**config.mk**
```make
export PLATFORM = sky130hd
export DESIGN_NAME = vng_isqrt
export DESIGN_NICKNAME = d
export VERILOG_FILES = /design/src/vng_pkg.sv /design/src/vng_isqrt.sv
export SDC_FILE = /design/constraint.sdc
export NUM_CORES = 1
export LEC_CHECK = 0
export BUFFER_PORTS_ARGS = -buffer_cell sky130_fd_sc_hd__buf_2
export CAP_MARGIN = 30
export CORE_MARGIN = 3
export CORE_UTILIZATION = 40
export DETAILED_ROUTE_END_ITERATION = 7
export GPL_ROUTABILITY_DRIVEN = 0
export PLACE_DENSITY = 0.56
export SYNTH_ARGS = -nofsm -noshare
export SYNTH_HDL_FRONTEND = slang
export SYNTH_SLANG_ARGS = --single-unit
export TNS_END_PERCENT = 10
```
**constraint.sdc**
```tcl
create_clock -name clk -period 20.6 [get_ports clk]
set_input_delay 2.06 -clock clk [delete_from_list [all_inputs] [get_ports clk]]
set_output_delay 2.06 -clock clk [all_outputs]
set_load 0.01 [all_outputs]
```
**src/vng_pkg.sv**
```systemverilog
`timescale 1ns / 1ps
// ----------------------------------------------------------------------------
// vng_pkg
// Shared codes, widths and types of the vertex normal generator.
// ----------------------------------------------------------------------------
package vng_pkg;

    localparam logic [1:0] MODE_CLEAR = 2'd0;
    localparam logic [1:0] MODE_LOAD  = 2'd1;
    localparam logic [1:0] MODE_TRI   = 2'd2;
    localparam logic [1:0] MODE_READ  = 2'd3;

    localparam logic [1:0] REG_VERTEX_COUNT = 2'd0;
    localparam logic [1:0] REG_VALID_THR    = 2'd1;
    localparam logic [1:0] REG_DEGEN_THR    = 2'd2;

    localparam int VC_W      = 13;
    localparam int VT_W      = 30;
    localparam int DT_W      = 63;
    localparam int CFG_W     = 63;
    localparam int IDX_W     = 12;
    localparam int NRM_W     = 16;
    localparam int ACC_W     = 64;
    localparam int RAD_W     = 64;
    localparam int ROOT_W    = 32;
    localparam int DIV_NUM_W = 48;
    localparam int DIV_Q_W   = 16;

    localparam logic [VC_W-1:0] VC_RESET = 13'd0;
    localparam logic [VT_W-1:0] VT_RESET = 30'd268;
    localparam logic [DT_W-1:0] DT_RESET = 63'd184467440737;

    localparam logic signed [NRM_W-1:0] UNIT_Q14 = 16'sd16384;

    typedef logic signed [NRM_W-1:0] nrm_t;
    typedef logic signed [ACC_W-1:0] acc_t;

endpackage

```
**src/vng_isqrt.sv**
```systemverilog
`timescale 1ns / 1ps
// ----------------------------------------------------------------------------
// vng_isqrt
// Iterative integer square root, one result bit per cycle.
// ----------------------------------------------------------------------------
module vng_isqrt
    import vng_pkg::*;
(
    input  logic              clk,
    input  logic              rst_n,
    input  logic              start,
    input  logic [RAD_W-1:0]  radicand,
    output logic              done,
    output logic [ROOT_W-1:0] root
);

    logic [RAD_W-1:0] n_reg;
    logic [RAD_W-1:0] res_reg;
    logic [RAD_W-1:0] bit_reg;
    logic             busy_reg;
    logic             done_reg;
    logic [RAD_W-1:0] trial;
    logic             take;
    logic             last;

    assign trial = res_reg + bit_reg;
    assign take  = (n_reg >= trial);
    assign last  = (bit_reg == RAD_W'(1));

    always_ff @(posedge clk or negedge rst_n)
    begin
        if (!rst_n)
        begin
            busy_reg <= 1'b0;
            done_reg <= 1'b0;
        end
        else
        begin
            done_reg <= busy_reg && last;
            if (start)
            begin
                busy_reg <= 1'b1;
            end
            else if (busy_reg && last)
            begin
                busy_reg <= 1'b0;
            end
        end
    end

    always_ff @(posedge clk)
    begin
        if (start)
        begin
            n_reg   <= radicand;
            res_reg <= '0;
            bit_reg <= RAD_W'(1) << (RAD_W - 2);
        end
        else if (busy_reg)
        begin
            if (take)
            begin
                n_reg   <= n_reg - trial;
                res_reg <= (res_reg >> 1) + bit_reg;
            end
            else
            begin
                res_reg <= res_reg >> 1;
            end
            bit_reg <= bit_reg >> 2;
        end
    end

    assign done = done_reg;
    assign root = res_reg[ROOT_W-1:0];

endmodule

```
After elaboration in Yosys (flattened, before gate mapping):

Cells that the tools add are included.

* register bits: 162
* bits of input ports: 67
* output and inout bits: 33

* add/sub/neg operators: 3
* order comparisons: 1
* equality and inequality tests: 1
* mux-type cells: 6
* reductions and logical operators: 5

Operator list (count)
* 2-to-1 mux 64 bit: 4
* adder 63 x 63 -> 64 bit: 1
* adder 64 x 63 -> 64 bit: 1
* greater-or-equal comparator 64 bit: 1
* subtractor 64 bit: 1
* equality test 32 x 1 -> 1 bit (second input constant): 1
* nonzero test 2 bit: 3
* 2-to-1 mux 1 bit: 2
* AND reduction 2 bit: 1
* logical AND 1 bit: 1

Logic depth before layout (Yosys ltp):

* word-level depth: 5
* depth in mapped cells: 24
* gate-level depth less buffers: 21

Worst setup path after synthesis:

OpenSTA, ideal clock, no wires.

* path type: register to register
* start: register res_reg[10]
* end: register n_reg[0] (enable)
* library setup time: 0.574 ns
* arrival time: 9.036 ns
* data required time: 20.026 ns
* setup slack: 10.990 ns
* stages on the path, launching flop included: 22
* period minus slack after synthesis: 9.610 ns
* cells stage by stage: dfxtp_1 > ha_1 > nand4_1 > nor3_1 > a21o_1 > a31oi_1 > o41ai_1 > o221ai_1 > a21boi_0 > nor4b_1 > a311oi_1 > ha_1 > a21oi_1 > o21ai_1 > and2_1 > nor4_1 > or4_1 > o211ai_2 > nor2_8 > buf_6 > buf_6 > o21ai_0

* longest elaborated chain between the ends: 4

Ends and longest elaborated chain
* from (decl): RTL line vng_isqrt.sv:18 `logic [RAD_W-1:0] res_reg;`
* from (signal assigned): RTL line vng_isqrt.sv:64 `res_reg <= (res_reg >> 1) + bit_reg;`
* from (signal assigned): RTL line vng_isqrt.sv:68 `res_reg <= res_reg >> 1;`
* adder 64 x 63 -> 64 bit: RTL line vng_isqrt.sv:26 `assign trial = res_reg + bit_reg;`
* greater-or-equal comparator 64 bit: RTL line vng_isqrt.sv:27 `assign take = (n_reg >= trial);`
* nonzero test 2 bit (no line)
* AND reduction 2 bit (no line)
* to (signal assigned): RTL line vng_isqrt.sv:55 `n_reg <= radicand;`
* to (signal assigned): RTL line vng_isqrt.sv:63 `n_reg <= n_reg - trial;`
* to (decl): RTL line vng_isqrt.sv:17 `logic [RAD_W-1:0] n_reg;`

No other way between the ends.
A chain may end at the register's enable or synchronous reset.

Final worst setup path:

* start: register res_reg[2]
* end: register res_reg[61]

* longest elaborated chain between the ends: 3
* elaborated cells between the ends (all ways): 4
* those cells by class: add/sub (2); order compare (1); mux (1)

Ends and longest elaborated chain
* adder 64 x 63 -> 64 bit: RTL line vng_isqrt.sv:26
* greater-or-equal comparator 64 bit: RTL line vng_isqrt.sv:27
* 2-to-1 mux 64 bit *: RTL line vng_isqrt.sv:61 `if (take)`

Mark *: on every way between the ends. The rest lies on a longest branch, timed or not.

==> reports/results.txt <==
Dominant synthesized flop cell: dfxtp_1
Worst Setup End Kind: flip-flop
Row count: 73
Post-cts sizing count: 0
Placement Cell Area: 16770 um2
Critical path startpoint category: flip-flop
Cell Area, Synth: 16240 um2
Die area: 43050 um2
Asr flop ratio synth: 1.235%
CTS tree: built
RSZ-0062 raised after global routing: false
IO Port Bufs: 99
Final setup fails: 0
PD cells: 133.0 nW/um2
Clk_lat worst skew: 0.50 ns
Hold-fix buffers at CTS: 0
WP data arrival: 7.63 ns
Post-CTS setup buffer count: 0
CP max FO: 20
I/O Pins: 100
Max Clock Freq: 138.2 MHz
Diodes inserted: 0
Worst slew pin tran: 0.9753 ns
Final wirelength: 51350 um
Post-synth EDFFs: 64
Worst Hold Path Cells: 2
Post-synthesis cell type count: 89
Most frequent cells in the layout: 228 x nand2_1, 187 x nor2_1, 153 x o21ai_0
Die H: 207.5 um
Post-DRT Antenna Nets: 0
Syn-to-layout area delta: 6.943%
DR vias/cell: 5.988
Leak: 6.882 nW
Synthesized flop and latch total: 162
Reg2reg path depth: 20
DRC Markers: 0
Class of the worst hold path: flip-flop to flip-flop
Clock transition at the registers of the reported paths: 0.07 ns
Final Cycle Share: 35.12%
Worst EP required: 21.00 ns
Initial DRT Pass Iterations: 6
Violation count after the first detailed-route iteration: 1438
Relative slew slack: 34.98%
Vias in the first global route: 14718
Largest net degree at the start of global routing: 82
Mean Syn Cell Area: 7.780 um2
Clock sink count: 162
Die X: 207.5 um
Final hold vios: 0
Critical path class: flip-flop to flip-flop
Initial antenna violation count: 0
Num CTS Buffers: 17
First-pass GRT wire length: 80900 um
VDD IR-drop max: 0.08242 mV
Clock tree buffer depth: 2
Fin nets: 2268
Routed length per instance: 19.69 um
Grt ovf: 0
Syn nets: 2285
Initial Util: 40.68%
Period minus WS final: 7.236 ns
Fraction of layout instances using a drive strength above 1: 10.51%
Status: finished, final reports clean
YS warnings: 0
Final TNS setup: 0 ns
Final instance area: 17360 um2
Synth Instances: 2087
Most common cell after layout, fill and taps aside: nand2_1
Vias: 15617
Max-slew violations: 0
Clk root buf: clkbuf_16
Core ar.: 39910 um2
GR Util All Layers: 23.22%
Register area share after synthesis: 23.98%
H-tree level count: 4
DPL Wire Length: 39180 um
MaxCap Viol Count: 0
Worst clock skew: 0.01090 ns
## path summary, 6_finish.rpt
check                      startpoint           to  slack, ns
max                        res_reg[2]  res_reg[61]      13.36
min                        res_reg[2]   res_reg[2]       0.55
max reg2reg                res_reg[2]  res_reg[61]      13.36
min reg2reg                res_reg[2]   res_reg[2]       0.55
max in group asynchronous       rst_n     busy_reg      19.15
min in group asynchronous       rst_n         done       1.34
## routing by layer
layer | share of wire [%] | track usage, % | up-vias
met5 | 0 | 0 | -
met4 | 3.3 | 9.387 | 0
met3 | 5.3 | 4.322 | 90
met2 | 43 | 34.44 | 455
met1 | 49 | 33.20 | 7340
li1 | - | - | 7732
## worst max-delay path: stages, from the launching register on
cell	delay, ns
dfxtp_1	0.43
ha_1	0.31
a31o_2	0.29
o311ai_0	0.46
a31oi_1	0.42
o211ai_1	0.51
a21oi_1	0.21
o21ai_0	0.45
nand2_1	0.16
xnor2_1	0.28
ha_1	0.37
a21oi_1	0.15
o21ai_0	0.09
a21oi_1	0.29
nor2_1	0.12
a2111oi_2	0.37
o211a_1	0.63
nand2_1	0.69
buf_4	0.46
and4_1	0.22
nor4_1	0.22
## cell usage after synthesis (all sizes together), types with 8 or more instances
master	instances	area [um2]
nor2	188	721.9
mux2	10	112.6
o21ai	184	947.2
and3	24	150.1
dfxtp	96	1922
and2	25	156.4
xnor2	69	604.3
and4	10	87.58
or3	17	106.4
o21bai	34	255.2
nor4	18	112.6
clkbuf	92	347.8
xor2	65	569.3
o211ai	12	95.09
nand4	47	294.0
nor2b	11	68.82
a311oi	23	251.5
nand2	228	855.8
nand2b	17	106.4
a211oi	36	290.3
edfxtp	64	1922
a21o	41	307.8
o22ai	11	87.59
buf	56	394.1
a21oi	145	737.0
a31oi	48	300.3
mux2i	41	410.4
a211o	8	70.07
o31ai	22	165.2
a31o	20	175.2
inv	58	217.7
nor3	36	180.2
a221oi	18	182.7
ha	130	1627
nand3	56	280.3
a21boi	14	105.1
o21a	19	142.6
## cell type report
cell class | count | area (um2)
Clock inverter | 14 | 147.6
Multi-Input combinational cell | 1718 | 11390
Tap cell | 525 | 656.9
Fill cell | 4048 | 22550
Clock buffer | 18 | 450.4
Inverter | 59 | 221.5
Timing Repair Buffer | 112 | 599.3
Sequential cell | 162 | 3897
## power breakdown
group / internal [mW] / switching, mW
Combinational: 0.542 / 0.881
Clock: 0.186 / 0.153
Sequential: 0.464 / 0.0839
## kinds of logic after synthesis
kind of cell	synth area share, %
flops	23.98
buf+inv	5.934
simple gates	20.78
mux	3.221
xor+xnor	7.228
fa+ha+maj	10.14
compound gates	28.71
## stage by stage
| stage | std cells | hold slack [ns] | utilization, % | power, mW | worst slack (ns) |
|---|---|---|---|---|---|
| floorplan | 2087 | 0.4854 | - | 1.623 | 10.99 |
| global placement | 2576 | 0.5221 | 42.00 | 1.946 | 13.62 |
| detailed placement | 2576 | 0.5418 | 42.00 | 1.947 | 13.58 |
| CTS | 2608 | 0.5518 | 43.50 | 2.302 | 13.51 |
| global route | 2608 | 0.5757 | 43.50 | 2.496 | 12.96 |
| finish | 2608 | 0.5522 | 43.50 | 2.309 | 13.36 |
Power figures use the tool's default switching activity.
