`src/vng_pkg.sv`:
```
`timescale 1ns / 1ps
// ----------------------------------------------------------------------------
// vng_pkg
// Shared codes, widths and types of the vertex normal generator.
// ----------------------------------------------------------------------------
package vng_pkg;

    localparam logic [1:0] MODE_CLEAR = 2'd0;
    localparam logic [1:0] MODE_LOAD  = 2'd1;
    localparam logic [1:0] MODE_TRI   = 2'd2;
    localparam logic [1:0] MODE_READ  = 2'd3;

    localparam logic [1:0] REG_VERTEX_COUNT = 2'd0;
    localparam logic [1:0] REG_VALID_THR    = 2'd1;
    localparam logic [1:0] REG_DEGEN_THR    = 2'd2;

    localparam int VC_W      = 13;
    localparam int VT_W      = 30;
    localparam int DT_W      = 63;
    localparam int CFG_W     = 63;
    localparam int IDX_W     = 12;
    localparam int NRM_W     = 16;
    localparam int ACC_W     = 64;
    localparam int RAD_W     = 64;
    localparam int ROOT_W    = 32;
    localparam int DIV_NUM_W = 48;
    localparam int DIV_Q_W   = 16;

    localparam logic [VC_W-1:0] VC_RESET = 13'd0;
    localparam logic [VT_W-1:0] VT_RESET = 30'd268;
    localparam logic [DT_W-1:0] DT_RESET = 63'd184467440737;

    localparam logic signed [NRM_W-1:0] UNIT_Q14 = 16'sd16384;

    typedef logic signed [NRM_W-1:0] nrm_t;
    typedef logic signed [ACC_W-1:0] acc_t;

endpackage

```
`src/vng_div.sv`:
```
`timescale 1ns / 1ps
// ----------------------------------------------------------------------------
// vng_div
// Restoring divider, one quotient bit per cycle. The quotient
// must fit in DIV_Q_W bits.
// ----------------------------------------------------------------------------
module vng_div
    import vng_pkg::*;
(
    input  logic                 clk,
    input  logic                 rst_n,
    input  logic                 start,
    input  logic [DIV_NUM_W-1:0] num,
    input  logic [ROOT_W-1:0]    den,
    output logic                 done,
    output logic [DIV_Q_W-1:0]   quot
);

    localparam int K_W = $clog2(DIV_Q_W);

    logic [DIV_NUM_W-1:0] rem_reg;
    logic [ROOT_W-1:0]    den_reg;
    logic [K_W-1:0]       k_reg;
    logic [DIV_Q_W-1:0]   q_reg;
    logic                 busy_reg;
    logic                 done_reg;
    logic [DIV_NUM_W-1:0] trial;
    logic                 last;

    assign trial = DIV_NUM_W'(den_reg) << k_reg;
    assign last  = (k_reg == '0);

    always_ff @(posedge clk or negedge rst_n)
    begin
        if (!rst_n)
        begin
            busy_reg <= 1'b0;
            done_reg <= 1'b0;
        end
        else
        begin
            done_reg <= busy_reg && last;
            if (start)
            begin
                busy_reg <= 1'b1;
            end
            else if (busy_reg && last)
            begin
                busy_reg <= 1'b0;
            end
        end
    end

    always_ff @(posedge clk)
    begin
        if (start)
        begin
            rem_reg <= num;
            den_reg <= den;
            k_reg   <= K_W'(DIV_Q_W - 1);
            q_reg   <= '0;
        end
        else if (busy_reg)
        begin
            if (rem_reg >= trial)
            begin
                rem_reg        <= rem_reg - trial;
                q_reg[k_reg]   <= 1'b1;
            end
            k_reg <= k_reg - K_W'(1);
        end
    end

    assign done = done_reg;
    assign quot = q_reg;

endmodule

```
`config.mk`:
```
export PLATFORM = sky130hd
export DESIGN_NAME = vng_div
export DESIGN_NICKNAME = d
export VERILOG_FILES = /design/src/vng_pkg.sv /design/src/vng_div.sv
export SDC_FILE = /design/constraint.sdc
export NUM_CORES = 1
export LEC_CHECK = 0
export BUFFER_PORTS_ARGS = -buffer_cell sky130_fd_sc_hd__buf_2
export CAP_MARGIN = 20
export CELL_PAD_IN_SITES_DETAIL_PLACEMENT = 0
export CELL_PAD_IN_SITES_GLOBAL_PLACEMENT = 2
export CORE_MARGIN = 3
export CORE_UTILIZATION = 35
export DETAILED_ROUTE_END_ITERATION = 7
export GPL_TIMING_DRIVEN = 1
export PLACE_DENSITY_LB_ADDON = 0.1
export SETUP_SLACK_MARGIN = 0.2
export SLEW_MARGIN = 10
export SYNTH_ARGS = -nofsm -noshare
export SYNTH_HDL_FRONTEND = slang
export SYNTH_SLANG_ARGS = --single-unit
```
`constraint.sdc`:
```
create_clock -name clk -period 12.1 [get_ports clk]
set_clock_uncertainty 0.05 [all_clocks]
set_input_delay 0 -clock clk [delete_from_list [all_inputs] [get_ports clk]]
set_output_delay 0 -clock clk [all_outputs]
set_load 0.02 [all_outputs]
```
Word-level counts from Yosys, hierarchy flattened
Cells that the tools add are included.
{ "op_classes": {"shift": 1, "order_cmp": 3, "n_reduce_logical": 8, "n_mux": 7, "addsub": 2, "bitwise_logic": 1} }
{ "op_table": {"columns": ["op", "n"], "rows": [
  ["48-bit two-way mux", 3],
  ["48-bit >= comparator", 1],
  ["32-bit by 4-bit << shifter with 48-bit output", 1],
  ["48-bit subtractor", 1],
  ["16-bit bitwise OR", 1],
  ["2-bit nonzero test", 3],
  ["4-bit by 5-bit less-than comparator with 1-bit output (second input constant)", 1],
  ["1-bit demux with 4-bit select", 1],
  ["4-bit by 1-bit >= comparator with 1-bit output (second input constant)", 1],
  ["4-bit zero test", 1],
  ["2-bit AND reduction", 2],
  ["4-bit by 1-bit subtractor with 4-bit output (second input constant)", 1],
  ["1-bit two-way mux", 3],
  ["1-bit logical AND", 2]
]} }
{ "word_totals": {"reg_bits": 102, "output_inout_bits": 17, "input_bits": 83, "elab_cells": 28} }

Logic depth before layout (Yosys ltp)
Gate-level depths: netlist (run 1).
{ "logic_depth": {"word_depth": 5, "ltp_mapped": 21} }

Worst setup path before layout (run 1)
OpenSTA, ideal clock, no wires.
{ "synth_path": {"path_kind": "register -> register", "start": "register k_reg[0]", "end": "register rem_reg[0] (enable)", "setup_time_ns": 0.589, "path_buffers": 3, "arrival_ns": 4.898, "slack_ns": 6.563, "period_less_slack_ns": 5.537, "path_stages_with_launch": 19, "t_required_ns": 11.461, "cell_sequence": "dfxtp_1 buf_2 buf_1 inv_1 clkbuf_1 and3_1 and2_1 ha_1 inv_1 fa_1 a211oi_2 o21bai_2 a21oi_4 o221ai_2 a221o_1 a21o_1 o21a_1 o311ai_4 nand2b_1"} }
{ "synth_via": {"elab_chain_cells": 4} }
{ "synth_lines": {"columns": ["item", "line_no", "rtl"], "rows": [
  ["from (decl)", "vng_div.sv:23", "logic [K_W-1:0] k_reg;"],
  ["from (signal assigned)", "vng_div.sv:60", "k_reg <= K_W'(DIV_Q_W - 1);"],
  ["from (signal assigned)", "vng_div.sv:70", "k_reg <= k_reg - K_W'(1);"],
  ["32-bit by 4-bit << shifter with 48-bit output", "vng_div.sv:30", "assign trial = DIV_NUM_W'(den_reg) << k_reg;"],
  ["48-bit >= comparator", "vng_div.sv:65", "if (rem_reg >= trial)"],
  ["2-bit nonzero test (no source line)", null, null],
  ["2-bit AND reduction (no source line)", null, null],
  ["to (signal assigned)", "vng_div.sv:58", "rem_reg <= num;"],
  ["to (signal assigned)", "vng_div.sv:67", "rem_reg <= rem_reg - trial;"],
  ["to (decl)", "vng_div.sv:21", "logic [DIV_NUM_W-1:0] rem_reg;"]
]} }
No other way between the ends.
A chain may end at the register's enable or synchronous reset.

Worst setup path after layout (run 1)
{ "layout_path": {"start": "register k_reg[0]", "end": "register rem_reg[23] (enable)"} }
The elaborated chain is that of the path after synthesis.

==> impl_metrics.tcl, run 1 <==
set metrics [dict create \
    cpPeakStageDelay_ns 0.97 \
    grt_max_degree 84 \
    status "finished, final reports clean" \
    cts_resized 0 \
    multi_input_area_mm2 0.00490 \
    yosysTopAreaCell "edfxtp_1" \
    ant_nets 0 \
    synth_top_area_share_pct 29.6 \
    ys.flop_type "edfxtp_1" \
    grtUsageTotal_pct 19.5 \
    period_needed_ns 5.98 \
    design.die.area_mm2 0.0250 \
    core_area_mm2 0.0227 \
    largest_reg_flops 48 \
    gp_congestion 0.940 \
    end_kind "register" \
    drc 0 \
    fillers 2249 \
    setup-tns-final_ns 0 \
    slew-limit-headroom_pct 35.1 \
    avgSynthCellArea_um2 9.20 \
    initial_core_util_pct 35.7 \
    ys_top_cells_by_count "113 x nand2_1, 83 x o21ai_0, 80 x edfxtp_1, 72 x a21oi_1, 51 x ha_1" \
    worstPathCellList "mux4_2, mux2_2, o21ai_0, ha_1, a21oi_1, o21bai_1, a21o_1, a2111oi_0, nor2_1, o311ai_4, nand2b_2, buf_4" \
    seqCellArea_mm2 0.00285 \
    yosysWarnings 0 \
    final.period_utilization_pct 49.4 \
    drtPass1Iterations 5 \
    leakagePower_nw 4.10 \
    synth_cells 882 \
    cts_tree "done" \
    route.vias.total 7184 \
    critPathArrivalTime_ns 5.99 \
    root_buffer "clkbuf_16" \
    io_pins 100 \
    synth_edf_count 80 \
    rows 55 \
    ir_worst_vdd_mv 0.101 \
    synth_nets 1017 \
    die_h_um 158 \
    nNetsFinal 1165 \
    antenna_found_initial 0 \
    finalSetupViolations 0 \
    worst_ep_required_time_ns 12.11 \
    die_x_um 158 \
    drt_iter0_markers 398 \
    cts_buffer_depth 2 \
    async_reset_ff_share_pct 1.96 \
    io_buffers 99 \
    fin_ws_ns 6.12 \
    grt_pass1_vias 6998 \
    finalHoldViolCount 0 \
    synth_most_common_cell "nand2_1" \
    worstHoldPathType "primary input to register" \
    r2r_slack_ns 6.12 \
    overflow 0 \
    dp_hpwl_mm 19.1 \
    diodes 0 \
    place_ws_ns 6.08 \
    clk_latency_ns 0.36 \
    cts_buffers 9 \
    crit_path_start_kind "register" \
    cap_viol_max_count 0 \
    path_max_fanout 39 \
    rsz0062_at_grt "false" \
    ys_seq_area_share_pct 35.2 \
    synthesis.area_mm2 0.00811 \
    cp.depth 12 \
    htree_levels 3 \
    synth.ff_latch_count 102 \
    critPathBufInv 1 \
    drt-total-wl_mm 24.6 \
    wire_per_inst_um 18.7 \
    yosys.cell_types.count 71 \
    synth.area.top_cells "edfxtp_1 30%, ha_1 7.9%, mux4_2 5.6%" \
    crit_family "compound AO/OA/AOI/OAI gates" \
    vias_per_cell 5.44 \
    hold_depth 2 \
    reg2reg_depth 12 \
    total_power_mw 2.29 \
    syn_to_final_growth_pct 22.3 \
    slowest_stage "dfxtp_2" \
    clock_sinks 102 \
    fmax_ghz 0.167 \
    clk_pin_slew_ns 0.07 \
    power_density_mw_per_mm2 230 \
    slew_viol_final 0 \
    grt_pass1_wl_mm 38.0 \
    timing_worst_slew_pin_value_ns 0.973 \
    final_util_pct 43.7 \
    path_class "register to register" \
    drive_gt1_share_pct 17.7 \
]
-- layer usage --
layer  GRT usage (%)  wire, µm  share of wire [%]
met5               0         0                  0
met2            33.1     11800                 48
met3            2.31       741                3.0
met4            6.10       600                2.4
met1            26.1     11400                 46
-- where the power goes --
group          switching, mW  internal (mW)  total [mW]
logic                  0.852          0.545        1.40
registers             0.0558          0.536       0.592
clock network          0.148          0.149       0.297
-- final timing paths --
check,startpoint,end
min in group asynchronous,rst_n,done$_DFF_PN0_
worst max register to register,k_reg[0]$_SDFFE_PP1P_,rem_reg[23]$_DFFE_PP_
worst max-delay path,k_reg[0]$_SDFFE_PP1P_,rem_reg[23]$_DFFE_PP_
worst min-delay path,start,quot[0]$_SDFFE_PP0P_
max in group asynchronous,rst_n,busy_reg$_DFFE_PN0P_
worst min register to register,quot[6]$_SDFFE_PP0P_,quot[6]$_SDFFE_PP0P_
-- area by class of cell --
cell class	instances	area share [%]
Tap cell	285	3.59
Timing Repair Buffer	187	13.8
Sequential cell	102	28.8
Clock buffer	10	2.41
Inverter	43	1.63
Multi-Input combinational cell	687	49.3
Clock inverter	6	0.504
-- metrics by stage --
step | cells | hold slack [ns] | cell area, µm²
after global placement | 1221 | -0.257 | 8800
after CTS | 1319 | 0.174 | 9910
final | 1320 | 0.168 | 9930
after floorplan | 882 | -0.346 | 8110
after detailed placement | 1221 | -0.257 | 8800
after global routing | 1320 | 0.219 | 9930
-- cell families after synthesis --
group           Yosys count  synth area share [%]
compound gates          278                  22.2
xor+xnor                 41                  4.43
fa+ha+maj                52                  8.11
buf+inv                  93                  4.53
flops                   102                  35.2
mux                      62                  11.0
simple gates            254                  14.5
-- placed cells by master, fill, tap and decap left out, types with 6 or more instances in the layout --
cell	synthesis	routed
a211oi_1	10	10
a21o_1	23	23
a21oi_1	72	72
and3_1	8	8
buf_2	6	98
buf_4	1	6
clkbuf_16	0	9
dfxtp_1	20	19
dlygate4sd3_1	0	82
edfxtp_1	80	80
ha_1	51	51
inv_1	42	42
mux2_2	17	17
mux2i_1	25	25
mux4_2	20	20
nand2_1	113	113
nand2b_1	12	11
nand3_1	15	15
nand4_1	12	12
nor2_1	44	44
nor2b_1	13	13
nor3_1	11	11
o21a_1	9	9
o21ai_0	83	83
o21bai_1	7	7
o31ai_1	6	6
o32ai_1	16	16
or2_2	9	9
xnor2_1	26	26
xor2_1	15	15
-- what timing repair did --
item,CTS,global route
setup buffers,0,0
hold buffers,82,0
hold endpoints to repair,82,0
No activity file was read; power rests on OpenSTA's default activity.
==> run 2: changes to the inputs <==
- CORE_UTILIZATION: 35 -> 33
- clock period: 12.1 -> 5.1 ns (I/O delays scaled with it)
==> run 2 against run 1 <==
Effect of this change:
- global-route usage shrank 0.085 points
- final cell count grew 4.2%
- maximum frequency increased by 28%
- sequential cell count did not move
- utilization decreased by 1.0 points
- wire length rose by 4.0%
- register-to-register slack worse by 5.7 ns
- total power rose by 140%
- largest power group unchanged
- count of clock-buffer cells in the layout unchanged
- clock power up 130%
- setup slack lost 5.7 ns
- highest routed layer unchanged
- sequential power up 140%
==> impl_metrics.tcl, run 2 (synthesis gave the netlist of run 1 again) <==
set metrics [dict create \
    largest_reg_flops 48 \
    drc 0 \
    timing_worst_slew_pin_value_ns 0.664 \
    ir_worst_vdd_mv 0.237 \
    drt_iter0_markers 450 \
    power_density_mw_per_mm2 544 \
    grtUsageTotal_pct 19.4 \
    core_area_mm2 0.0238 \
    r2r_end "rem_reg[36]$_DFFE_PP_" \
    clock_sinks 102 \
    slew_viol_final 0 \
    root_buffer "clkbuf_16" \
    antenna_found_initial 0 \
    die_h_um 163 \
    wire_per_inst_um 18.6 \
    cts_setup_buffers 0 \
    route.vias.total 7205 \
    leakagePower_nw 4.21 \
    setup-tns-final_ns 0 \
    grt_pass1_vias 7276 \
    rows 56 \
    cts_buffer_depth 2 \
    cp-startpoint "k_reg[1]$_SDFFE_PP1P_" \
    fin_hold_ws_ns 0.00684 \
    drive_gt1_share_pct 19.6 \
    r2r_slack_ns 0.42 \
    final_cells 1376 \
    r2r-start "k_reg[1]$_SDFFE_PP1P_" \
    cts_buffers 9 \
    vias_per_cell 5.24 \
    rsz0062_at_grt "false" \
    period_needed_ns 4.68 \
    total_power_mw 5.53 \
    clk_pin_slew_ns 0.08 \
    dp_cells 1279 \
    status "finished, final reports clean" \
    htree_levels 3 \
    endpoint "rem_reg[36]$_DFFE_PP_" \
    critPathArrivalTime_ns 4.74 \
    fmax_ghz 0.214 \
    syn_to_final_growth_pct 25.3 \
    path_class "register to register" \
    design.die.area_mm2 0.0265 \
    io_pins 100 \
    io_buffers 99 \
    crit_path_start_kind "register" \
    drtPass1Iterations 5 \
    grt_max_degree 66 \
    reg2reg_depth 15 \
    dp_hpwl_mm 19.8 \
    worstHoldPathType "primary input to register" \
    finalHoldViolCount 0 \
    cts_tree "done" \
    worst_ep_required_time_ns 5.16 \
    drt-total-wl_mm 25.6 \
    path_max_fanout 12 \
    nNetsFinal 1187 \
    gp_congestion 0.855 \
    finalSetupViolations 0 \
    overflow 0 \
    clk_latency_ns 0.37 \
    slew-limit-headroom_pct 55.7 \
    end_kind "register" \
    cap_viol_max_count 0 \
    mostFrequentLayoutCells "113 x nand2_1, 98 x buf_2, 83 x o21ai_0" \
    layout_commonest_cell "nand2_1" \
    ant_nets 0 \
    die_x_um 163 \
    initial_core_util_pct 34.1 \
    final.period_utilization_pct 91.8 \
    diodes 0 \
    grt_pass1_wl_mm 40.1 \
]
[run 2: changes by cell type in the layout (fill, tap and decap cells not counted), sizes merged]
cell / previous run / this run
buf: 104 / 128
dlymetal6s2s: 1 / 0
dlygate4sd3: 82 / 81
inv: 48 / 46
clkinv: 1 / 3
[run 2: per-stage QoR]
stage / instance area [µm²] / utilization, % / worst slack (ns)
after floorplan: 8120 / - / 0.298
after global placement: 9070 / 38.1 / 0.0794
after detailed placement: 9070 / 38.1 / 0.0861
after CTS: 10200 / 42.7 / 0.241
after global routing: 10200 / 42.7 / 0.203
final: 10200 / 42.7 / 0.421
[run 2: worst min-delay path by stage]
stage / cells after the start / startpoint / slack [ns] / endpoint
finish: 4 / num[43] / 0.007 / rem_reg[43]$_DFFE_PP_
global route: 4 / num[43] / 0.06 / rem_reg[43]$_DFFE_PP_
CTS: 4 / num[43] / 0.008 / rem_reg[43]$_DFFE_PP_
detailed placement: 1 / rst_n / -0.26 / done$_DFF_PN0_
global placement: 1 / rst_n / -0.26 / done$_DFF_PN0_
floorplan: 0 / rst_n / -0.35 / busy_reg$_DFFE_PN0P_
[run 2: worst max-delay path, cell delays in order (launching register included)]
cell       delay [ns]
dfxtp_2          0.49
buf_4            0.24
buf_4            0.15
mux4_2           0.32
mux2_2           0.30
o21ai_0          0.22
ha_1             0.35
a21oi_1          0.28
o21bai_1         0.10
a21o_1           0.20
a2111oi_1        0.64
o21ai_0          0.21
a31oi_1          0.38
o311ai_0         0.25
xnor2_1          0.17
o21ai_0          0.08
[run 2: power by group]
group	switching [mW]	internal (mW)
combinational	2.04	1.40
sequential	0.127	1.27
clock	0.354	0.342
total	2.52	3.01
[run 2: repair_timing]
item,CTS,global route
hold buffers,81,0
endpoints found under the hold margin,81,0
endpoints found under the setup margin,40,45
resized for setup,1,2
[run 2: layer usage]
| metal | share of wire [%] | global-route usage [%] |
|---|---|---|
| met1 | 46 | 25.0 |
| met2 | 50 | 34.0 |
| met3 | 2.5 | 2.37 |
| met4 | 2.1 | 5.96 |
| met5 | 0 | 0 |
[run 2: cell type report]
cell class | count | area [µm²]
Timing Repair Buffer | 209 | 1560
Inverter | 43 | 161
Clock buffer | 10 | 229
Fill cell | 2438 | 13700
Multi-Input combinational cell | 687 | 4900
Clock inverter | 6 | 55.1
Sequential cell | 102 | 2860
Tap cell | 319 | 399
