File: src/vng_ram.sv
`timescale 1ns / 1ps
// ----------------------------------------------------------------------------
// vng_ram
// Generic single-write, single-read RAM with registered read data.
// ----------------------------------------------------------------------------
module vng_ram #(
    parameter int WIDTH = 8,
    parameter int DEPTH = 16
) (
    input  logic                     clk,
    input  logic                     we,
    input  logic [$clog2(DEPTH)-1:0] waddr,
    input  logic [WIDTH-1:0]         wdata,
    input  logic [$clog2(DEPTH)-1:0] raddr,
    output logic [WIDTH-1:0]         rdata
);

    logic [WIDTH-1:0] mem [DEPTH];

    always_ff @(posedge clk)
    begin
        if (we)
        begin
            mem[waddr] <= wdata;
        end
        rdata <= mem[raddr];
    end

endmodule

File: config.mk
export PLATFORM = sky130hd
export DESIGN_NAME = vng_ram
export DESIGN_NICKNAME = d
export VERILOG_FILES = /design/src/vng_ram.sv
export SDC_FILE = /design/constraint.sdc
export NUM_CORES = 1
export LEC_CHECK = 0
export BUFFER_PORTS_ARGS = -buffer_cell sky130_fd_sc_hd__buf_4
export CAP_MARGIN = 25
export CORE_ASPECT_RATIO = 1.2
export CORE_UTILIZATION = 32
export DETAILED_ROUTE_END_ITERATION = 10
export GPL_TIMING_DRIVEN = 1
export PLACE_DENSITY_LB_ADDON = 0.08
export SYNTH_ARGS = -nofsm -noshare
export SYNTH_HDL_FRONTEND = slang
export SYNTH_SLANG_ARGS = --single-unit
File: constraint.sdc
create_clock -name clk -period 1.6 [get_ports clk]
set_input_delay 0.16 -clock clk [delete_from_list [all_inputs] [get_ports clk]]
set_output_delay 0.16 -clock clk [all_outputs]
set_load 0.005 [all_outputs]
# Word level (Yosys, flattened, before mapping)
# Memory sizes are Yosys's and may differ from the RTL's. A register that Yosys moved wholly into a read port is not among the register bits.
# Cells that the tools add are included.
[word_totals]
ff_bits = 0
mem_count = 1
ramBits = 128
[op_classes]
n_mux = 2
[mem_list]
columns = ["memory", "words", "width", "read_ports", "rd_clocked_by_memory_dff", "write_ports", "line_no", "text"]
rows = [
  ["mem", 16, 8, 1, 1, 1, "18", "logic [WIDTH-1:0] mem [DEPTH];"],
]
[ops]
columns = ["op", "n"]
rows = [
  ["two-way mux 1 bit", 2],
]

# Logic depth before layout (Yosys ltp)
# Gate-level depths: netlist (run 1).
[logic_depth]
ltp_word = 2
ltp_mapped = 5
mapped_depth_nobuf = 3

# Worst setup path before layout (run 1)
# No wires, ideal clock.
[synth_timing]
kind = "in2reg"
startpoint = "input waddr[2]"
endpoint = "memory mem[0][0], enable pin"
stages = 2
t_arrival_ns = 1.270
n_path_buf = 0
slack_ns = -0.053
cell_sequence = "or3b_2 > nor3_1"
[synth_lines]
columns = ["item", "line_no", "text"]
rows = [
  ["start: declaration", "12", "input logic [$clog2(DEPTH)-1:0] waddr,"],
  ["end: declaration", "18", ""],
]
# Straight into the memory's write port.

==> run summary, run 1 <==
Postcts setup bufs: 0
Initial Util: 0.329
Io pins: 26
Met3 GRT Util: 0.0421
Most used routing layer: met2
Syn Std Cell Area: 5150 sq um
CTS clk-pin slew, worst paths: 60 ps
Final Max Slew Viols: 0
GRT Util Overall: 0.150
Chip Height: 141 um
Final WS setup: 251 ps
Synth Area in Simple Gates: 0.0318
Final GP Congestion: 0.654
Post-synth top area share: 0.747
Post-synthesis mux area share: 0.150
Register bit total from synthesis: 136
Cell leakage power: 2.16 nW
Syn Nets: 247
Post-Route WL: 11100 um
Row count: 50
CP endpoint kind: flip-flop
Slowest cell on the critical path: mux4_1
Dpl cell area: 5800 sq um
First-pass detailed-route iteration total: 4
Clock period minus worst slack: 1350 ps
Maximum vdd drop: 664 uV
Netlist cell types: 19
Gr ovfl total: 0
Hold slack: 59.1 ps
Type of origin of the critical path: flip-flop
Critical path class: reg -> reg
Yosys warnings: 0
Dpl hpwl: 7490 um
Final instance area: 6330 sq um
Power Dens Cells: 1250 nW/um^2
CTS tree: done
Share of layout cells above drive strength 1: 0.329
Die extent in x: 118 um
Max Clk Rate: 742 MHz
Total Negative Setup Slacks: 0 ps
Layout area overhead: 23.0%
Period utilization: 0.843
Unrepaired setup endpoints after global routing: false
CTS Sinks: 136
CP Cell Sequence: mux4_1 -> a22oi_1 -> nand2_1
Critical path required time: 1890 ps
PortBufs: 25
Critical Path AT: 1640 ps
Clock Skews: 7.78 ps
Top post-synthesis cells by area: edfxtp_1 75%, mux4_2 7.9%, mux4_1 7.1%
DP Worst Slack: -48.6 ps
Seq/Total Area, Yosys: 0.778
Vias in the first global route: 2768
Largest area contributor in the netlist: edfxtp_1
H-Tree Depth: 4
Largest net degree at the start of global routing: 17
Worst relative slew slack: 0.488
Synth Area in XOR/XNOR: 0
Final net count: 312
N_diodes: 0
Post-Synthesis Cells: 229
First-pass GRT wire length: 17000 um
Worst Hold Class: in -> reg
Adder-cell share of the synthesized area: 0
DR WL/cell: 21.6 um
Initial DRC count: 128
Vias per cell: 4.85
Status: complete, no violations
TritonCTS Buffers: 17
Clock Tree Buf Depth: 2
Cell family with most CP delay: multiplexers
Met2 Track Usage GR: 0.247
Core ar.: 15600 sq um
Worst-margin pin slew: 766 ps
Hold buffers post-CTS: 0
Worst-skew pair later-pin latency: 420 ps
CTS resizes: 0
Synth Area in Compound Gates: 0.0233
GR Util met1: 0.178
Root buf cell: clkbuf_16
Drt drc: 0
Initial antenna violation count: 0
Vias post-DR: 2496
WP buf/inv: 0
CP max FO: 1
ANT nets after route: 0
# Max-Cap Violations: 0
Final Setup Violations: 0
Die footprint: 16600 sq um
Slowest stage delay, CP: 510 ps
Total power: 7.94 mW
Largest family of logic cells by synthesized area: multiplexers
Final Hold Fails: 0
Avg Inst Size Synth: 22.5 sq um
## kinds of logic after synthesis
family          Yosys count
flops                   136
compound gates           16
buf+inv                  10
mux                      32
simple gates             35
## synth_stat cells
cell type          n
nor2b_1            1
mux4_1            14
or3b_2             1
clkdlybuf4s25_2    3
and2_1             1
edfxtp_1         128
buf_4              1
mux4_2            18
buf_2              3
nand3_1            1
buf_6              3
nand3b_1           2
and2b_1            1
dfxtp_1            8
nor3_1             4
nand2_1            9
a22oi_1           16
nand2b_1           2
nor2_1            13
## worst register-to-register path, stage by stage (launching register included)
cell and delay, ps:
edfxtp_1 350, mux4_1 510, a22oi_1 290, nand2_1 80
## where the power goes
group          switching [mW]  leakage (nW)  internal [mW]
Clock                    1.33         0.265           2.18
Combinational           0.218         0.671          0.206
Sequential             0.0223          1.22           3.99
Total                    1.57          2.16           6.37
## routing by layer
metal	vias to the layer above	part of all wire	wire length [um]
met3	18	0.039	437
met5	-	0	0
li1	1109	-	-
met1	1313	0.42	4710
met2	56	0.51	5700
met4	0	0.023	255
## layout by cell type (no fill, tap or decap), types with 7 or more instances in the layout
| cell | count |
|---|---|
| nand2_1 | 9 |
| dfxtp_1 | 8 |
| buf_4 | 52 |
| edfxtp_1 | 128 |
| a22oi_1 | 16 |
| mux4_2 | 18 |
| clkbuf_16 | 17 |
| mux4_1 | 14 |
| nor2_1 | 13 |
| clkbuf_1 | 7 |
## worst paths after layout
path                                           from                   to  slack [ps]  cells past startpoint
worst max register to register  mem[9][3]$_DFFE_PP_     rdata[3]$_DFF_P_         250                      3
worst max-delay path            mem[9][3]$_DFFE_PP_     rdata[3]$_DFF_P_         250                      3
worst min-delay path                       wdata[6]  mem[2][6]$_DFFE_PP_          60                      1
worst min register to register  mem[8][4]$_DFFE_PP_     rdata[4]$_DFF_P_         670                      3
## sequential cells by signal (all words and copies together), names as in the netlist
| register | cells |
|---|---|
| mem | 128 |
| rdata | 8 |
## cell type report
cell class	instances	area, sq um
Tap cell	208	260
Clock buffer	29	520
Fill cell	1455	9310
Clock inverter	3	15.0
Timing Repair Buffer	56	470
Sequential cell	136	4000
Multi-Input combinational cell	83	1060
## stage by stage
step | utilization | cells
CTS | 0.405 | 515
global route | 0.405 | 515
detailed placement | 0.371 | 483
floorplan | - | 229
global placement | 0.371 | 483
finish | 0.405 | 515
(Power assumes the default switching activity.)
==> inputs of run 2 (changes only) <==
- clock period: 1.6 -> 1.08 ns (I/O delays scaled with it)
==> run 2 against run 1 <==
- the run now ends with setup timing left
- via count is 0.12% higher
- cell count increased by 3.1%
- routed wire length fell by 0.72%
- sequential power grew 48%
- combinational power up 74%
- non-clock buffer count increased by 16
- register-to-register slack worse by 470 ps
- die area unchanged
- flip-flop and latch count unchanged
- maximum frequency rose by 3.6%
- cell area increased by 5.0%
- clock power grew 62%
- largest cell class unchanged
==> run summary, run 2 (synthesized netlist as in run 1, its figures left out) <==
Status: complete, but fails checks
Failing checks: setup timing
Die extent in x: 118 um
Critical Path AT: 1600 ps
DP Worst Slack: -482 ps
Share of layout cells above drive strength 1: 0.461
H-Tree Depth: 4
Drt drc: 0
DR WL/cell: 20.8 um
CTS Sinks: 136
TritonCTS Buffers: 17
Core ar.: 15600 sq um
Clock Skews: 7.10 ps
Critical path required time: 1380 ps
CP max FO: 1
First-pass GRT wire length: 17100 um
Gr ovfl total: 0
Post-Route WL: 11000 um
Total power: 12.4 mW
ANT nets after route: 0
Io pins: 26
Maximum vdd drop: 939 uV
Cell leakage power: 2.22 nW
Die footprint: 16600 sq um
Most common cell after layout, fill and taps aside: edfxtp_1
Final Max Slew Viols: 0
Clock Tree Buf Depth: 2
Area of the multi-input gates: 1100 sq um
Vias post-DR: 2499
Type of origin of the critical path: flip-flop
PortBufs: 25
N_diodes: 0
Largest net degree at the start of global routing: 17
Final WS setup: -222 ps
Initial DRC count: 212
Worst Hold Class: in -> reg
Filler cell count: 1423
Chip Height: 141 um
Row count: 50
Initial antenna violation count: 0
Vias in the first global route: 2743
Final net count: 328
Placed Instances: 498
Vias per cell: 4.71
Post-route insts no fill: 531
Worst-margin pin slew: 905 ps
Max Clk Rate: 768 MHz
Final GP Congestion: 0.693
Final Setup Violations: 8
CTS tree: done
Worst relative slew slack: 0.395
First-pass detailed-route iteration total: 4
CTS clk-pin slew, worst paths: 60 ps
Reg area: 4000 sq um
Unrepaired setup endpoints after global routing: true
Final Hold Fails: 0
Period utilization: 1.21
CP endpoint kind: flip-flop
Root buf cell: clkbuf_16
Clock period minus worst slack: 1300 ps
Top flop regs: mem (128), rdata (8)
Worst-skew pair later-pin latency: 410 ps
Layout area overhead: 29.1%
GRT Util Overall: 0.147
# Max-Cap Violations: 0
Most frequent cells in the layout: 128 x edfxtp_1, 59 x buf_4, 32 x mux4_2
Initial Util: 0.329
Power Dens Cells: 1860 nW/um^2
Dpl hpwl: 7740 um
Largest Register: mem
Max FFs per register: 128
Critical path class: reg -> reg
[run 2: cell types whose count changed in the layout (fill, tap and decap cells not counted), moves of 5 or more]
cell	change
buf_12	+8
mux4_1	-14
buf_4	+7
clkbuf_8	-5
mux4_2	+14
a22oi_1	-8
a22oi_2	+8
clkbuf_1	-5
[run 2: metrics by stage]
stage / TNS (ps) / hold slack, ps / util / cell area, sq um
global placement: -27790 / 429 / 0.384 / 6000
floorplan: -2500 / 207 / - / 5180
global route: -1890 / 13.7 / 0.425 / 6650
detailed placement: -27660 / 435 / 0.384 / 6000
finish: -1420 / 11.8 / 0.425 / 6650
CTS: -1590 / 0.772 / 0.424 / 6630
[run 2: worst paths after layout]
| kind | start | endpoint | slack [ps] | cells after the start |
|---|---|---|---|---|
| setup / recovery | mem[7][6]$_DFFE_PP_ | rdata[6]$_DFF_P_ | -220 | 4 |
| hold / removal | wdata[0] | mem[7][0]$_DFFE_PP_ | 10 | 1 |
| setup reg to reg | mem[7][6]$_DFFE_PP_ | rdata[6]$_DFF_P_ | -220 | 4 |
| hold reg to reg | mem[12][2]$_DFFE_PP_ | rdata[2]$_DFF_P_ | 670 | 3 |
[run 2: what timing repair did]
| action | 4_1_cts | 5_1_grt |
|---|---|---|
| hold buffers | 1 | 0 |
| resized for setup | 6 | 4 |
| hold endpoints to repair | 3 | 0 |
| buffers inserted | 0 | 0 |
| setup endpoints to repair | 8 | 8 |
| pin swaps | 5 | 1 |
[run 2: layout make-up]
class / count / area share
flip-flops and latches: 136 / 0.602
multi-input cells: 83 / 0.166
repair buffers: 72 / 0.104
clock buffers: 19 / 0.0651
well taps: 208 / 0.0392
clock inverters: 13 / 0.0233
[run 2: power breakdown]
| part | switching, mW | leakage (nW) | internal [mW] | total (mW) |
|---|---|---|---|---|
| clock network | 2.09 | 0.274 | 3.61 | 5.70 |
| registers | 0.0337 | 1.22 | 5.90 | 5.93 |
| logic | 0.359 | 0.727 | 0.380 | 0.739 |
| total | 2.49 | 2.22 | 9.89 | 12.4 |
[run 2: metal layers]
layer,track usage,share of wire,up-vias
met2,0.240,0.50,46
met1,0.188,0.46,1323
li1,-,-,1122
met4,0.0567,0.010,0
met3,0.0380,0.030,8
met5,0,0,-
[run 2: worst max-delay path, cell delays in order, from the launching register on]
cell and delay (ps):
edfxtp_1 370, mux4_2 500, a22oi_2 130, buf_4 150, nand2_2 40
==> inputs of run 3 (changes only) <==
- CELL_PAD_IN_SITES_DETAIL_PLACEMENT: not set -> 2
- CELL_PAD_IN_SITES_GLOBAL_PLACEMENT: not set -> 2
==> run 3 against run 2 <==
- the flow still finishes with violations (setup timing)
- combinational power shrank 0.9%
- die area is the same
- routed wire length grew 9.0%
- sequential power is essentially flat
- cell area shrank 1.2%
- via count grew 1.6%
- clock power shrank 11%
- non-clock buffer count shrank 1
- worst hold slack gained 11 ps
- flip-flop and latch count is the same
- cell count shrank 0.19%
- critical path type unchanged
- critical endpoint is now rdata[4]$_DFF_P_
- largest power group unchanged
==> run summary, run 3 (synthesized netlist as in run 1, its figures left out) <==
First-pass GRT wire length: 18500 um
CP max FO: 1
Share of layout cells above drive strength 1: 0.441
Vias per cell: 4.79
Root buf cell: clkbuf_16
Reg2reg start: mem[9][4]$_DFFE_PP_
Gr ovfl total: 0
CTS Sinks: 136
Power Dens Cells: 1790 nW/um^2
Capture point of the worst path: rdata[4]$_DFF_P_
Final instance area: 6570 sq um
Clock Skews: 6.11 ps
Max Clk Rate: 769 MHz
Type of origin of the critical path: flip-flop
Period utilization: 1.20
Critical path class: reg -> reg
Failing checks: setup timing
Hold slack: 23.1 ps
Worst-skew pair later-pin latency: 420 ps
Most common cell after layout, fill and taps aside: edfxtp_1
CTS tree: done
Cell internal pwr: 9.27 mW
Worst relative slew slack: 0.296
Final GP Congestion: 0.723
Critical path required time: 1380 ps
Most frequent cells in the layout: 128 x edfxtp_1, 54 x buf_4, 32 x mux4_2
Max FFs per register: 128
Clock period minus worst slack: 1300 ps
Unrepaired setup endpoints after global routing: true
Post-Route WL: 12000 um
GRT Util Overall: 0.162
Row count: 50
Final net count: 327
First-pass detailed-route iteration total: 4
CP startpoint: mem[9][4]$_DFFE_PP_
ANT nets after route: 0
Comb pwr share: 0.062
Initial antenna violation count: 0
Core ar.: 15600 sq um
Total Negative Setup Slacks: -1290 ps
H-Tree Depth: 4
Reg2reg end: rdata[4]$_DFF_P_
Status: complete, but fails checks
Worst-margin pin slew: 1050 ps
Die footprint: 16600 sq um
Top flop regs: mem (128), rdata (8)
Maximum vdd drop: 741 uV
Layout area overhead: 27.5%
Flop pwr share: 0.505
Critical Path AT: 1600 ps
Clock Tree Buf Depth: 2
Die extent in x: 118 um
Chip Height: 141 um
Dpl cell area: 5950 sq um
Final Setup Violations: 8
TritonCTS Buffers: 17
R2r worst-path depth: 3
Net Sw Frac: 0.213
Cell leakage power: 2.19 nW
# Max-Cap Violations: 0
Final Max Slew Viols: 0
Vias post-DR: 2540
N_diodes: 0
PortBufs: 25
DR WL/cell: 22.7 um
Io pins: 26
Final WS setup: -220 ps
Drt drc: 0
Sw power: 2.51 mW
Initial Util: 0.329
Largest net degree at the start of global routing: 17
CTS clk-pin slew, worst paths: 60 ps
Worst Hold Class: in -> reg
Largest Register: mem
Worst R2R Setup Slack: -220 ps
Final Hold Fails: 0
Vias in the first global route: 2866
Dpl hpwl: 8190 um
CP endpoint kind: flip-flop
Clock share of power: 0.433
Initial DRC count: 145
run 3: cell count changes in the layout (fill, tap and decap cells not counted), sizes merged:
cell         change
buf              -6
dlygate4sd3      +5
bufinv           -3
clkinv           +3
clkbuf           +2
clkinvlp         -2
run 3: area by class of cell:
class / count / area [sq um]
Clock buffer: 21 / 460
Clock inverter: 11 / 57.6
Fill cell: 1477 / 9070
Multi-Input combinational cell: 83 / 1100
Sequential cell: 136 / 4010
Tap cell: 208 / 260
Timing Repair Buffer: 71 / 686
run 3: repair_timing:
item / CTS / global route
gates resized for setup: 9 / 0
setup buffers: 0 / 0
pin swaps: 6 / 0
hold buffers: 6 / 0
endpoints found under the setup margin: 9 / 8
hold endpoints to repair: 91 / 0
run 3: layer usage:
metal	wire, um	share of wire	vias to the layer above	track usage
li1	-	-	1120	-
met5	0	0	-	0
met1	5360	0.45	1357	0.199
met2	6060	0.50	49	0.266
met4	180	0.015	0	0.0749
met3	408	0.034	14	0.0437
run 3: power by group through the flow:
stage	Sequential (mW)	Clock (mW)	Combinational, mW
finish	5.95	5.10	0.732
global route	5.96	5.41	0.795
CTS	5.95	5.25	0.754
detailed placement	6.06	0	0.714
global placement	6.06	0	0.698
floorplan	6.04	0	0.337
run 3: per-stage QoR:
step,utilization,instances,power (mW),worst slack (ps)
5_1_grt,0.420,530,12.2,-260
4_1_cts,0.420,530,12.0,-217
6_report,0.420,530,11.8,-220
3_3_place_gp,0.380,492,6.76,-498
3_5_place_dp,0.380,492,6.78,-497
2_1_floorplan,-,229,6.38,-161
run 3: critical path, cell delays in order (launching register included):
cell      delay [ps]
edfxtp_1         380
mux4_2           470
a22oi_2          250
nand2_1           70
run 3: worst min path at each step:
stage / start / endpoint / slack [ps] / cells after the start
detailed placement: wdata[0] / mem[6][0]$_DFFE_PP_ / 430 / 1
CTS: wdata[4] / mem[6][4]$_DFFE_PP_ / 7 / 1
finish: wdata[4] / mem[0][4]$_DFFE_PP_ / 20 / 1
global placement: wdata[0] / mem[7][0]$_DFFE_PP_ / 410 / 1
global route: wdata[4] / mem[4][4]$_DFFE_PP_ / 20 / 1
floorplan: wdata[0] / mem[0][0]$_DFFE_PP_ / 210 / 0
